**config.mk**
```make
export PLATFORM = sky130hd
export DESIGN_NAME = lzrw3_out_queue
export DESIGN_NICKNAME = d
export VERILOG_FILES = /design/src/hdl/lzrw3_pkg.sv /design/src/hdl/lzrw3_out_queue.sv
export SDC_FILE = /design/constraint.sdc
export NUM_CORES = 1
export LEC_CHECK = 0
export ABC_AREA = 1
export BUFFER_PORTS_ARGS = -buffer_cell sky130_fd_sc_hd__buf_2
export CORE_UTILIZATION = 40
export CTS_BUF_LIST = sky130_fd_sc_hd__clkbuf_4 sky130_fd_sc_hd__clkbuf_8
export DETAILED_ROUTE_END_ITERATION = 6
export SYNTH_ARGS = -nofsm -noshare
export SYNTH_HDL_FRONTEND = slang
export SYNTH_SLANG_ARGS = --single-unit
```
**constraint.sdc**
```tcl
create_clock -name clk -period 2.29 [get_ports clk]
set_input_delay 0.229 -clock clk [delete_from_list [all_inputs] [get_ports clk]]
set_output_delay 0.229 -clock clk [all_outputs]
set_load 0.02 [all_outputs]
```
**src/hdl/lzrw3_pkg.sv**
```systemverilog
`default_nettype none
// ---------------------------------------------------------------------------
// lzrw3_pkg
// Shared types, constants and the start string for the LZRW3 decompressor.
// ---------------------------------------------------------------------------
package lzrw3_pkg;

  localparam int PAGE_BYTES = 4096;
  localparam int HIST_AW    = 12;
  localparam int HASH_AW    = 12;
  localparam int WP_W       = 13;
  localparam int EPOCH_W    = 8;
  localparam int POS_W      = 13;

  localparam logic [POS_W-1:0] START_MARK = 13'h1000;
  localparam logic [15:0]      HASH_MUL   = 16'd40543;

  localparam logic [1:0] CMD_NOP  = 2'd0;
  localparam logic [1:0] CMD_LIT  = 2'd1;
  localparam logic [1:0] CMD_COPY = 2'd2;

  typedef struct packed {
    logic [1:0] kind;
    logic       last;
    logic [7:0] data;
    logic [3:0] idx_hi;
    logic [3:0] lenm;
  } cmd_t;

  typedef struct packed {
    logic [7:0] data;
    logic       last;
    logic       ovr;
  } out_item_t;

  typedef struct packed {
    logic [EPOCH_W-1:0] tag;
    logic [POS_W-1:0]   pos;
  } hash_ent_t;

  function automatic logic [7:0] start_byte(input logic [4:0] off);
    logic [7:0] b;
    case (off)
      5'd0, 5'd10:  b = 8'h31;
      5'd1, 5'd11:  b = 8'h32;
      5'd2, 5'd12:  b = 8'h33;
      5'd3, 5'd13:  b = 8'h34;
      5'd4, 5'd14:  b = 8'h35;
      5'd5, 5'd15:  b = 8'h36;
      5'd6, 5'd16:  b = 8'h37;
      5'd7, 5'd17:  b = 8'h38;
      5'd8:         b = 8'h39;
      5'd9:         b = 8'h30;
      default:      b = 8'h00;
    endcase
    return b;
  endfunction

endpackage
`default_nettype wire

```
**src/hdl/lzrw3_out_queue.sv**
```systemverilog
`default_nettype none
// ---------------------------------------------------------------------------
// lzrw3_out_queue
// Four-entry result queue between the back end and the output port.
// ---------------------------------------------------------------------------
module lzrw3_out_queue (
  input  wire logic                  clk,
  input  wire logic                  rst_n,
  input  wire logic                  wr,
  input  wire lzrw3_pkg::out_item_t  wr_item,
  output logic                       q_full,
  output logic                       empty,
  input  wire logic                  pop,
  output lzrw3_pkg::out_item_t       head
);
  import lzrw3_pkg::*;

  out_item_t  q_r [4];
  logic [1:0] wp_r, rp_r;
  logic [2:0] cnt_r;
  logic       rd;

  assign q_full = (cnt_r == 3'd4);
  assign empty  = (cnt_r == 3'd0);
  assign head   = q_r[rp_r];
  assign rd     = pop && !empty;

  always_ff @(posedge clk) begin
    if (!rst_n) begin
      wp_r  <= 2'd0;
      rp_r  <= 2'd0;
      cnt_r <= 3'd0;
    end else begin
      if (wr) wp_r <= wp_r + 2'd1;
      if (rd) rp_r <= rp_r + 2'd1;
      cnt_r <= cnt_r + {2'b0, wr} - {2'b0, rd};
    end
  end

  always_ff @(posedge clk) begin
    if (wr) q_r[wp_r] <= wr_item;
  end

endmodule
`default_nettype wire

```
==> flow_summary_export.csv <==
group,metric,value,unit
grt,grt_pass1_wl,5660,um
placement,gp_congestion,0.732,
clock_network,cts_resized,0,
critical_path,r2r_start,"cnt_r[1]$_SDFF_PN0_",
detailed_routing,wl_per_cell,13.9,um
placement,portBuffers,25,
grt,grt_max_degree,21,
clock_network,clkSinkCount,49,
critical_path,r2r_end,"cnt_r[2]$_SDFF_PN0_",
sta,fin_ws,0.293,ns
floorplan,coreArea,4720,um2
detailed_routing,vias,1233,
sta,period_share,0.872,
logic_synthesis,synth_cell_type_count,20,
run,maxCapViolCount,0,
sta,setup_viol,0,
sta,maxSlewViolCount,0,
clock_network,htree_num_levels,2,
pwr,vdd_drop_max,0.346,mV
sta,max-slew-margin-rel,0.678,
logic_synthesis,syn_inst,158,
clock_network,clock-root-buffer,"clkbuf_8",
detailed_routing,wl_met2,1900,um
clock_network,cts_tree,"built",
sta,setup-tns-final,0,ns
grt,grt.overflow.total,0,
critical_path,critPathLaunchType,"flip-flop",
grt,antenna_found_initial,0,
critical_path,crit_chain,"nor2_4 -> nand2_4 -> inv_1 -> nor2_1 -> ha_1 -> inv_1 -> ha_1 -> inv_1 -> fa_1 -> a21oi_1 -> nor2_1",
hold_path,hold_start,"wr_item[5]",
grt,grt_pass1_vias,1214,
detailed_routing,antenna_left,0,
critical_path,crit_path_frequent_cell,"inv_1",
final_layout,n_antenna_cell,0,
logic_synthesis,synthMuxAreaShare,0,
detailed_routing,remaining_drc_errors,0,
pwr,pwr-share-clk,0.209,
detailed_routing,viasPerCell,4.87,
clock_network,clkSlewWorstSetupHoldPaths,0.08,ns
pwr,p_int,1.48,mW
critical_path,worstPathArrival,2.18,ns
grt,globalRouteTotalUtil,0.151,
pwr,share_comb_of_total_power,0.296,
clock_network,clock_latency,0.29,ns
critical_path,crit_buf_inv,3,
final_layout,final_layout_size_suffix_gt1_frac,0.204,
critical_path,crit_fanout,5,
placement,dp_hpwl,2350,um
detailed_routing,dr.pass1.iters,4,
detailed_routing,drtIter0Drc,57,
sta,fin_crit,2.00,ns
logic_synthesis,synth_sequential_area_ratio,0.706,
floorplan,die_y,71.9,um
sta,rsz0062_at_grt,"no",
critical_path,cp_slowest_cell,"dfxtp_1",
hold_path,holdCritPathClass,"in -> reg",
clock_network,cts_setup_buffers,0,
logic_synthesis,synth_compound_gate_area_share,0.103,
critical_path,cp_top_family,"adder cells",
pwr,leakagePower,0.878,nW
sta,finalHoldViolCount,0,
logic_synthesis,synth_top_family_by_area,"compound AO/OA/AOI/OAI gates",
logic_synthesis,syn_area,1960,um2
clock_network,clockBufferDepth,2,
placement,preCtsSetupSlack,0.314,ns
status,status,"complete, no violations",
critical_path,r2r_slack,0.29,ns
clock_network,cts_made_buffers,5,
critical_path,rr_worst_depth,11,
final_layout,multi_input_area,480,um2
critical_path,cp-end-kind,"flip-flop",
pwr,power_frac_seq,0.495,
logic_synthesis,syn_avg_cell_area,12.4,um2
critical_path,worstSetupPathType,"reg -> reg",
floorplan,ios,26,
final_layout,fin_nets,207,
final_layout,nFillCells,427,
detailed_routing,met1_length,1480,um
sta,max_freq,0.501,GHz
floorplan,num_rows,25,
logic_synthesis,syn_nets,179,
logic_synthesis,synth_warnings,0,
logic_synthesis,ys_ff_latch,49,
detailed_routing,highest_layer,"met4",
pwr,p_per_area,999,nW/um2
floorplan,fp.dieW,71.9,um
hold_path,hold-path-endpoint,"q_r[3][5]$_DFFE_PP_",
hold_path,holdPathStages,1,
final_layout,area_growth,13.7,%
detailed_routing,drt-total-wl,3510,um
critical_path,worst_ep_required_time,2.47,ns
logic_synthesis,synthSimpleGateAreaFrac,0.0940,
logic_synthesis,synth_xor_area_frac,0,
logic_synthesis,synthAdderAreaFrac,0.0486,
sta,tightest_slew,0.482,ns
clock_network,ctsHoldBuffers,0,
floorplan,initial_core_util,0.414,
sta,clock_skew,0.00578,ns
pwr,swShare,0.335,
floorplan,die-area,5180,um2
pwr,p_sw,0.745,mW
detailed_routing,wl_met3,121,um
critical_path,max_stage_delay,0.45,ns
final_layout,final-seq-area,1380,um2
==> kinds of logic (layout without fill, tap and decap cells) <==
family,count (synthesis),after routing
simple gates,42,42
buf+inv,23,51
fa+ha+maj,7,7
flops,49,49
compound gates,37,37
==> through the flow <==
step	hold slack [ns]	utilization	cell area [um2]	power [mW]	cells
after global routing	0.139	0.471	2230	2.36	253
after global placement	0.441	0.454	2150	1.73	246
final	0.150	0.471	2230	2.22	253
after CTS	0.141	0.471	2230	2.25	253
after detailed placement	0.444	0.454	2150	1.78	246
after floorplan	0.327	-	1960	1.58	158
==> placed cells by master (no fill, tap or decap), types with 2 or more instances in the layout <==
cell       n
edfxtp_1  40
nor2_1    26
buf_2     25
o21ai_1   20
inv_1     17
o22ai_1   10
nand2_1    9
dfxtp_1    9
ha_1       6
clkbuf_8   5
a21oi_1    4
o21ai_0    2
nand2_2    2
nand3_1    2
==> synth_stat cells (all sizes together) <==
cell / instances / area share
buf: 5 / 0.014
nor2: 27 / 0.056
o21ai: 22 / 0.056
ha: 6 / 0.038
inv: 18 / 0.035
nand2: 12 / 0.029
a21oi: 5 / 0.015
nor3b: 1 / 0.0038
fa: 1 / 0.010
o22ai: 10 / 0.032
dfxtp: 9 / 0.092
edfxtp: 40 / 0.61
nand3: 2 / 0.0051
==> registers in the layout (all words and copies together) (netlist names), named ones only <==
name / cells
wp_r: 2
rp_r: 2
cnt_r: 3
q_r: 40
==> layout make-up <==
type,instances,area share
Timing Repair Buffer,26,0.0596
Inverter,18,0.0304
Tap cell,67,0.0377
Sequential cell,49,0.621
Multi-Input combinational cell,86,0.216
Clock inverter,1,0.00169
Clock buffer,6,0.0343
==> worst max-delay path by stage <==
stage | start | endpoint | slack, ns | depth (start not counted)
2_1_floorplan | cnt_r[1]$_SDFF_PN0_ | cnt_r[2]$_SDFF_PN0_ | 0.36 | 11
3_3_place_gp | cnt_r[1]$_SDFF_PN0_ | cnt_r[2]$_SDFF_PN0_ | 0.46 | 11
3_5_place_dp | cnt_r[1]$_SDFF_PN0_ | cnt_r[2]$_SDFF_PN0_ | 0.31 | 11
4_1_cts | cnt_r[1]$_SDFF_PN0_ | cnt_r[2]$_SDFF_PN0_ | 0.29 | 11
5_1_grt | cnt_r[1]$_SDFF_PN0_ | cnt_r[2]$_SDFF_PN0_ | 0.13 | 12
6_report | cnt_r[1]$_SDFF_PN0_ | cnt_r[2]$_SDFF_PN0_ | 0.29 | 11
==> metal layers <==
layer  up-vias  GRT usage
met5         -          0
met4         0     0.0458
met3         2     0.0486
met2        28      0.269
met1       600      0.174
li1        603          -
==> power by group through the flow <==
stage	logic [mW]	registers, mW	clock network, mW
4_1_cts	0.662	1.10	0.482
3_5_place_dp	0.659	1.12	0
6_report	0.657	1.10	0.464
5_1_grt	0.728	1.11	0.515
3_3_place_gp	0.613	1.12	0
2_1_floorplan	0.485	1.09	0
Power figures use the tool's default switching activity.
