[src/hdl/lzrw3_pkg.sv]
`default_nettype none
// ---------------------------------------------------------------------------
// lzrw3_pkg
// Shared types, constants and the start string for the LZRW3 decompressor.
// ---------------------------------------------------------------------------
package lzrw3_pkg;

  localparam int PAGE_BYTES = 4096;
  localparam int HIST_AW    = 12;
  localparam int HASH_AW    = 12;
  localparam int WP_W       = 13;
  localparam int EPOCH_W    = 8;
  localparam int POS_W      = 13;

  localparam logic [POS_W-1:0] START_MARK = 13'h1000;
  localparam logic [15:0]      HASH_MUL   = 16'd40543;

  localparam logic [1:0] CMD_NOP  = 2'd0;
  localparam logic [1:0] CMD_LIT  = 2'd1;
  localparam logic [1:0] CMD_COPY = 2'd2;

  typedef struct packed {
    logic [1:0] kind;
    logic       last;
    logic [7:0] data;
    logic [3:0] idx_hi;
    logic [3:0] lenm;
  } cmd_t;

  typedef struct packed {
    logic [7:0] data;
    logic       last;
    logic       ovr;
  } out_item_t;

  typedef struct packed {
    logic [EPOCH_W-1:0] tag;
    logic [POS_W-1:0]   pos;
  } hash_ent_t;

  function automatic logic [7:0] start_byte(input logic [4:0] off);
    logic [7:0] b;
    case (off)
      5'd0, 5'd10:  b = 8'h31;
      5'd1, 5'd11:  b = 8'h32;
      5'd2, 5'd12:  b = 8'h33;
      5'd3, 5'd13:  b = 8'h34;
      5'd4, 5'd14:  b = 8'h35;
      5'd5, 5'd15:  b = 8'h36;
      5'd6, 5'd16:  b = 8'h37;
      5'd7, 5'd17:  b = 8'h38;
      5'd8:         b = 8'h39;
      5'd9:         b = 8'h30;
      default:      b = 8'h00;
    endcase
    return b;
  endfunction

endpackage
`default_nettype wire

[src/hdl/lzrw3_front.sv]
`default_nettype none
// ---------------------------------------------------------------------------
// lzrw3_front
// Parses control words and items into literal/copy commands; two-entry
// command queue toward the back end.
// ---------------------------------------------------------------------------
module lzrw3_front (
  input  wire logic             clk,
  input  wire logic             rst_n,
  input  wire logic             push,
  output logic                  full,
  input  wire logic [7:0]       in_byte,
  input  wire logic             in_last,
  output logic                  cmd_valid,
  output lzrw3_pkg::cmd_t       cmd,
  input  wire logic             cmd_pop
);
  import lzrw3_pkg::*;

  logic [1:0]  phase_r, phase_nxt;
  logic [16:0] ctrl_r, ctrl_nxt;
  logic [7:0]  cfb_r, cfb_nxt;
  cmd_t        q_r [2];
  logic        wp_r, rp_r;
  logic [1:0]  cnt_r;
  logic        acc, q_push, q_pop;
  cmd_t        new_cmd;
  logic [16:0] ctrl_sh;

  assign full      = (cnt_r == 2'd2);
  assign acc       = push && !full;
  assign cmd_valid = (cnt_r != 2'd0);
  assign cmd       = q_r[rp_r];
  assign q_pop     = cmd_pop && cmd_valid;
  assign ctrl_sh   = ctrl_r >> 1;

  always_comb begin
    phase_nxt      = phase_r;
    ctrl_nxt       = ctrl_r;
    cfb_nxt        = cfb_r;
    new_cmd.kind   = CMD_NOP;
    new_cmd.last   = in_last;
    new_cmd.data   = in_byte;
    new_cmd.idx_hi = cfb_r[7:4];
    new_cmd.lenm   = cfb_r[3:0];
    case (phase_r)
      2'd0: begin
        ctrl_nxt  = {1'b1, 8'h00, in_byte};
        phase_nxt = 2'd1;
      end
      2'd1: begin
        ctrl_nxt  = {ctrl_r[16], in_byte, ctrl_r[7:0]};
        phase_nxt = 2'd2;
      end
      2'd2: begin
        if (ctrl_r[0]) begin
          cfb_nxt   = in_byte;
          phase_nxt = 2'd3;
        end else begin
          new_cmd.kind = CMD_LIT;
          ctrl_nxt     = ctrl_sh;
          phase_nxt    = (ctrl_sh == 17'd1) ? 2'd0 : 2'd2;
        end
      end
      default: begin
        new_cmd.kind = CMD_COPY;
        ctrl_nxt     = ctrl_sh;
        phase_nxt    = (ctrl_sh == 17'd1) ? 2'd0 : 2'd2;
      end
    endcase
    if (in_last) begin
      phase_nxt = 2'd0;
      ctrl_nxt  = 17'd1;
      cfb_nxt   = 8'h00;
    end
  end

  assign q_push = acc && (new_cmd.kind != CMD_NOP || in_last);

  always_ff @(posedge clk) begin
    if (!rst_n) begin
      phase_r <= 2'd0;
      ctrl_r  <= 17'd1;
      cfb_r   <= 8'h00;
      wp_r    <= 1'b0;
      rp_r    <= 1'b0;
      cnt_r   <= 2'd0;
    end else begin
      if (acc) begin
        phase_r <= phase_nxt;
        ctrl_r  <= ctrl_nxt;
        cfb_r   <= cfb_nxt;
      end
      if (q_push) wp_r <= ~wp_r;
      if (q_pop)  rp_r <= ~rp_r;
      cnt_r <= cnt_r + {1'b0, q_push} - {1'b0, q_pop};
    end
  end

  always_ff @(posedge clk) begin
    if (q_push) q_r[wp_r] <= new_cmd;
  end

endmodule
`default_nettype wire

[config.mk]
export PLATFORM = sky130hd
export DESIGN_NAME = lzrw3_front
export DESIGN_NICKNAME = d
export VERILOG_FILES = /design/src/hdl/lzrw3_pkg.sv /design/src/hdl/lzrw3_front.sv
export SDC_FILE = /design/constraint.sdc
export NUM_CORES = 1
export LEC_CHECK = 0
export BUFFER_PORTS_ARGS = -buffer_cell sky130_fd_sc_hd__buf_2
export CAP_MARGIN = 40
export CELL_PAD_IN_SITES_DETAIL_PLACEMENT = 1
export CELL_PAD_IN_SITES_GLOBAL_PLACEMENT = 2
export CORE_MARGIN = 5
export CORE_UTILIZATION = 39
export DETAILED_ROUTE_END_ITERATION = 10
export GPL_TIMING_DRIVEN = 0
export HOLD_SLACK_MARGIN = 0.1
export PLACE_DENSITY_LB_ADDON = 0.1
export SLEW_MARGIN = 20
export SYNTH_ARGS = -nofsm -noshare
export SYNTH_HDL_FRONTEND = slang
export SYNTH_SLANG_ARGS = --single-unit
[constraint.sdc]
create_clock -name clk -period 2.9 [get_ports clk]
set_clock_uncertainty 0.05 [all_clocks]
set_input_delay 0.145 -clock clk [delete_from_list [all_inputs] [get_ports clk]]
set_output_delay 0.145 -clock clk [all_outputs]
set_load 0.05 [all_outputs]
==> impl_metrics.env <==
export IMPL_hold_buffers=10
export IMPL_postLayoutCoreUtil_pct=48.5
export IMPL_min_path_type="in -> reg"
export IMPL_grt_pass1_wl_um=11300
export IMPL_critPathKind="reg -> reg"
export IMPL_die_area_um2=9340
export IMPL_drtPass1Iterations=4
export IMPL_post_cts_setup_buffer_count=0
export IMPL_swShare_pct=36.4
export IMPL_insertion_delay_ns=0.35
export IMPL_ant_nets=0
export IMPL_met2WireLength_um=3400
export IMPL_ys_types=41
export IMPL_max_freq_mhz=424
export IMPL_synthAdderAreaFrac_pct=0.855
export IMPL_maxCapViolCount=0
export IMPL_wl_um=7080
export IMPL_drv_slew=0
export IMPL_cpLargestDelayFamily="buffers and inverters"
export IMPL_postSynthCellCount=228
export IMPL_cp_buffers_inverters=3
export IMPL_pin_count=34
export IMPL_cp_end_kind="register"
export IMPL_seq_area_frac_synth_pct=60.9
export IMPL_fin_tns_setup_ns=0
export IMPL_required_ns=3.07
export IMPL_synthXorXnorAreaFrac_pct=0.898
export IMPL_synth_compound_area_share_pct=14.5
export IMPL_met1_length_um=3300
export IMPL_areaGrowthSynthToFinish_pct=20.9
export IMPL_route_met3_wl_um=255
export IMPL_clkTransAtPathRegs_ns=0.08
export IMPL_yosysTopAreaCell="edfxtp_1"
export IMPL_grt_pass1_vias=2083
export IMPL_synth_most_common_cell="edfxtp_1"
export IMPL_p_comb_share_pct=30.9
export IMPL_antenna_cells=0
export IMPL_via_count=2058
export IMPL_internal_power_w=0.00180
export IMPL_dp_slack_ns=0.560
export IMPL_ys_top_cells_by_count="edfxtp_1, dfxtp_1, nor2_1"
export IMPL_cts_root_buf="clkbuf_8"
export IMPL_io_buffers=32
export IMPL_die_x_um=96.6
export IMPL_netlist_area_um2=2930
export IMPL_powerDensity_nw_per_um2=799
export IMPL_clock_path_buffers=2
export IMPL_drc_errors=0
export IMPL_crit_chain="clkbuf_1, and2_1, buf_2, o21ai_1, ha_1, inv_1, ha_1, xor2_1, xnor2_1, nor2_1"
export IMPL_grt_start_max_net_pins=20
export IMPL_r2r_end="cnt_r[1]"
export IMPL_async_flop_share_pct=0
export IMPL_setup_viol=0
export IMPL_synth_edff_count=38
export IMPL_die_height_um=96.6
export IMPL_antenna_found_initial=0
export IMPL_detail_route_wl_per_cell_um=18.3
export IMPL_cts_tree="done"
export IMPL_p_switching_w=0.00103
export IMPL_layout_drive_gt1_share_pct=29.9
export IMPL_core_area_um2=7290
export IMPL_synthSimpleGateAreaFrac_pct=9.92
export IMPL_peakVddDrop_mv=0.298
export IMPL_critPathArrivalTime_ns=2.52
export IMPL_cp_common_cell="ha_1"
export IMPL_seq_area_um2=1780
export IMPL_relSlewSlack_pct=58.4
export IMPL_critPathMaxFanout=10
export IMPL_fillers=802
export IMPL_top_layer="met4"
export IMPL_fin_crit_ns=2.36
export IMPL_num_rows=31
export IMPL_min_from="push"
export IMPL_cts_htree_levels=3
export IMPL_worstSetupStartpointType="register"
export IMPL_ys_flop_type="edfxtp_1"
export IMPL_r2r_cells=10
export IMPL_leakagePower_nw=1.31
export IMPL_hold_ws_ns=0.184
export IMPL_drt_iter0_drc=76
export IMPL_cts_sinks=70
export IMPL_worstReg2RegStart="phase_r[1]"
export IMPL_track_usage_pct=15.6
export IMPL_total_power_w=0.00282
export IMPL_syn_avg_cell_area_um2=12.8
export IMPL_synth_top_area_share_pct=39.0
export IMPL_grt_ovfl_total=0
export IMPL_hpwl_um=4830
export IMPL_hold_end="ctrl_r[0]"
export IMPL_start_util_pct=40.1
export IMPL_synth_fp_nets=243
export IMPL_min_path_cells=4
export IMPL_cts_buffers=9
export IMPL_status="finished, final reports clean"
export IMPL_ys_top_cells_by_area="edfxtp_1, dfxtp_1, mux2_2, a22oi_1, nor2_1"
export IMPL_muxShareOfSynthArea_pct=10.0
export IMPL_critPathSlowestCell="clkbuf_1"
export IMPL_cpPeakStageDelay_ns=0.40
export IMPL_final_nets=298
export IMPL_period_share_pct=81.3
export IMPL_synth_warnings=0
export IMPL_avgViaCountPerCell=5.32
export IMPL_p_clk_share_pct=27.9
export IMPL_cts_resized=0
export IMPL_fin_ws_ns=0.543
export IMPL_hold_violations=0
export IMPL_synth_seq_cells=70
export IMPL_rsz0062_at_grt="no"
export IMPL_synth_top_family_by_area="compound AO/OA/AOI/OAI gates"
export IMPL_multiInputGateArea_um2=1060
export IMPL_gp_congestion=0.777
export IMPL_pwr_share_seq_pct=41.1
export IMPL_worst_pin_slew_ns=0.624
export IMPL_r2r_slack_ns=0.54
==> cells by family (layout without fill, tap and decap cells) <==
logic type | count (synthesis) | after routing
adders and majority gates | 2 | 2
xor gates and xnor gates | 3 | 3
DFF | 70 | 70
buffers and inverters | 21 | 81
muxes | 26 | 26
AOI/OAI and AO/OA | 53 | 53
and+or+nand+nor | 53 | 53
==> worst register-to-register path, delay by kind of cell (launching register included) <==
kind / cells / cell delay, ns
buf+inv: 3 / 0.67
fa+ha+maj: 2 / 0.45
flops: 1 / 0.33
xor+xnor: 2 / 0.33
simple gates: 2 / 0.26
compound gates: 1 / 0.13
==> layout by cell type (no fill, tap or decap), types with 2 or more instances in the layout <==
cell type | Yosys | layout
buf_2 | 6 | 38
edfxtp_1 | 38 | 38
dfxtp_1 | 32 | 32
nor2_1 | 27 | 26
a22oi_1 | 24 | 24
mux2_2 | 21 | 21
dlygate4sd3_1 | 0 | 10
clkbuf_8 | 0 | 9
a2bb2oi_1 | 8 | 8
clkbuf_1 | 7 | 7
o2bb2ai_1 | 7 | 7
inv_1 | 5 | 5
mux2_1 | 5 | 5
and2_1 | 4 | 4
nor2b_1 | 3 | 3
o21ai_1 | 3 | 3
nor4_1 | 3 | 3
nand2b_1 | 2 | 2
inv_2 | 2 | 2
xnor2_1 | 2 | 2
a21oi_1 | 2 | 2
nand4_1 | 2 | 2
o211ai_2 | 2 | 2
nand3_1 | 2 | 2
a32o_1 | 2 | 2
ha_1 | 2 | 2
clkinv_4 | 0 | 2
clkinv_2 | 0 | 2
==> power groups by stage <==
| stage | clock network (W) | registers (W) | logic [W] |
|---|---|---|---|
| after floorplan | 0 | 0.00117 | 0.000669 |
| after CTS | 0.000805 | 0.00116 | 0.000876 |
| final | 0.000789 | 0.00116 | 0.000873 |
| after global routing | 0.000867 | 0.00117 | 0.000931 |
| after detailed placement | 0 | 0.00119 | 0.000861 |
| after global placement | 0 | 0.00118 | 0.000861 |
==> worst max-delay path by stage <==
stage	from	cells after the start	slack, ns	endpoint
2_1_floorplan	cnt_r[0]	6	0.59	q_r[1][0]
3_3_place_gp	phase_r[1]	5	-0.14	q_r[1][3]
3_5_place_dp	phase_r[1]	6	0.56	q_r[1][3]
4_1_cts	phase_r[1]	6	0.52	q_r[1][13]
5_1_grt	phase_r[1]	10	0.37	cnt_r[1]
6_report	phase_r[1]	10	0.54	cnt_r[1]
==> area by class of cell <==
class	instances	area share [%]
flip-flops and latches	70	50.4
multi-input cells	137	30.0
repair buffers	44	8.10
clock buffers	9	3.50
well taps	99	3.50
clock inverters	7	2.09
plain buffers	13	1.59
inverters	8	0.849
==> registers in the layout, summed over array words and instances (netlist names), named ones only <==
name and cells:
cfb_r 8, cnt_r 2, ctrl_r 17, phase_r 2, q_r 38, rp_r 1
wp_r 1
==> through the flow <==
step,area (um2),cells
finish,3540,387
global placement,3210,359
global route,3540,387
floorplan,2930,228
CTS,3520,386
detailed placement,3220,360
==> routing by layer <==
layer	global-route usage (%)	vias to the layer above
met5	0	-
met4	5.72	0
met3	4.39	13
met2	24.9	41
met1	20.2	1023
li1	-	981
Power figures use the tool's default switching activity.
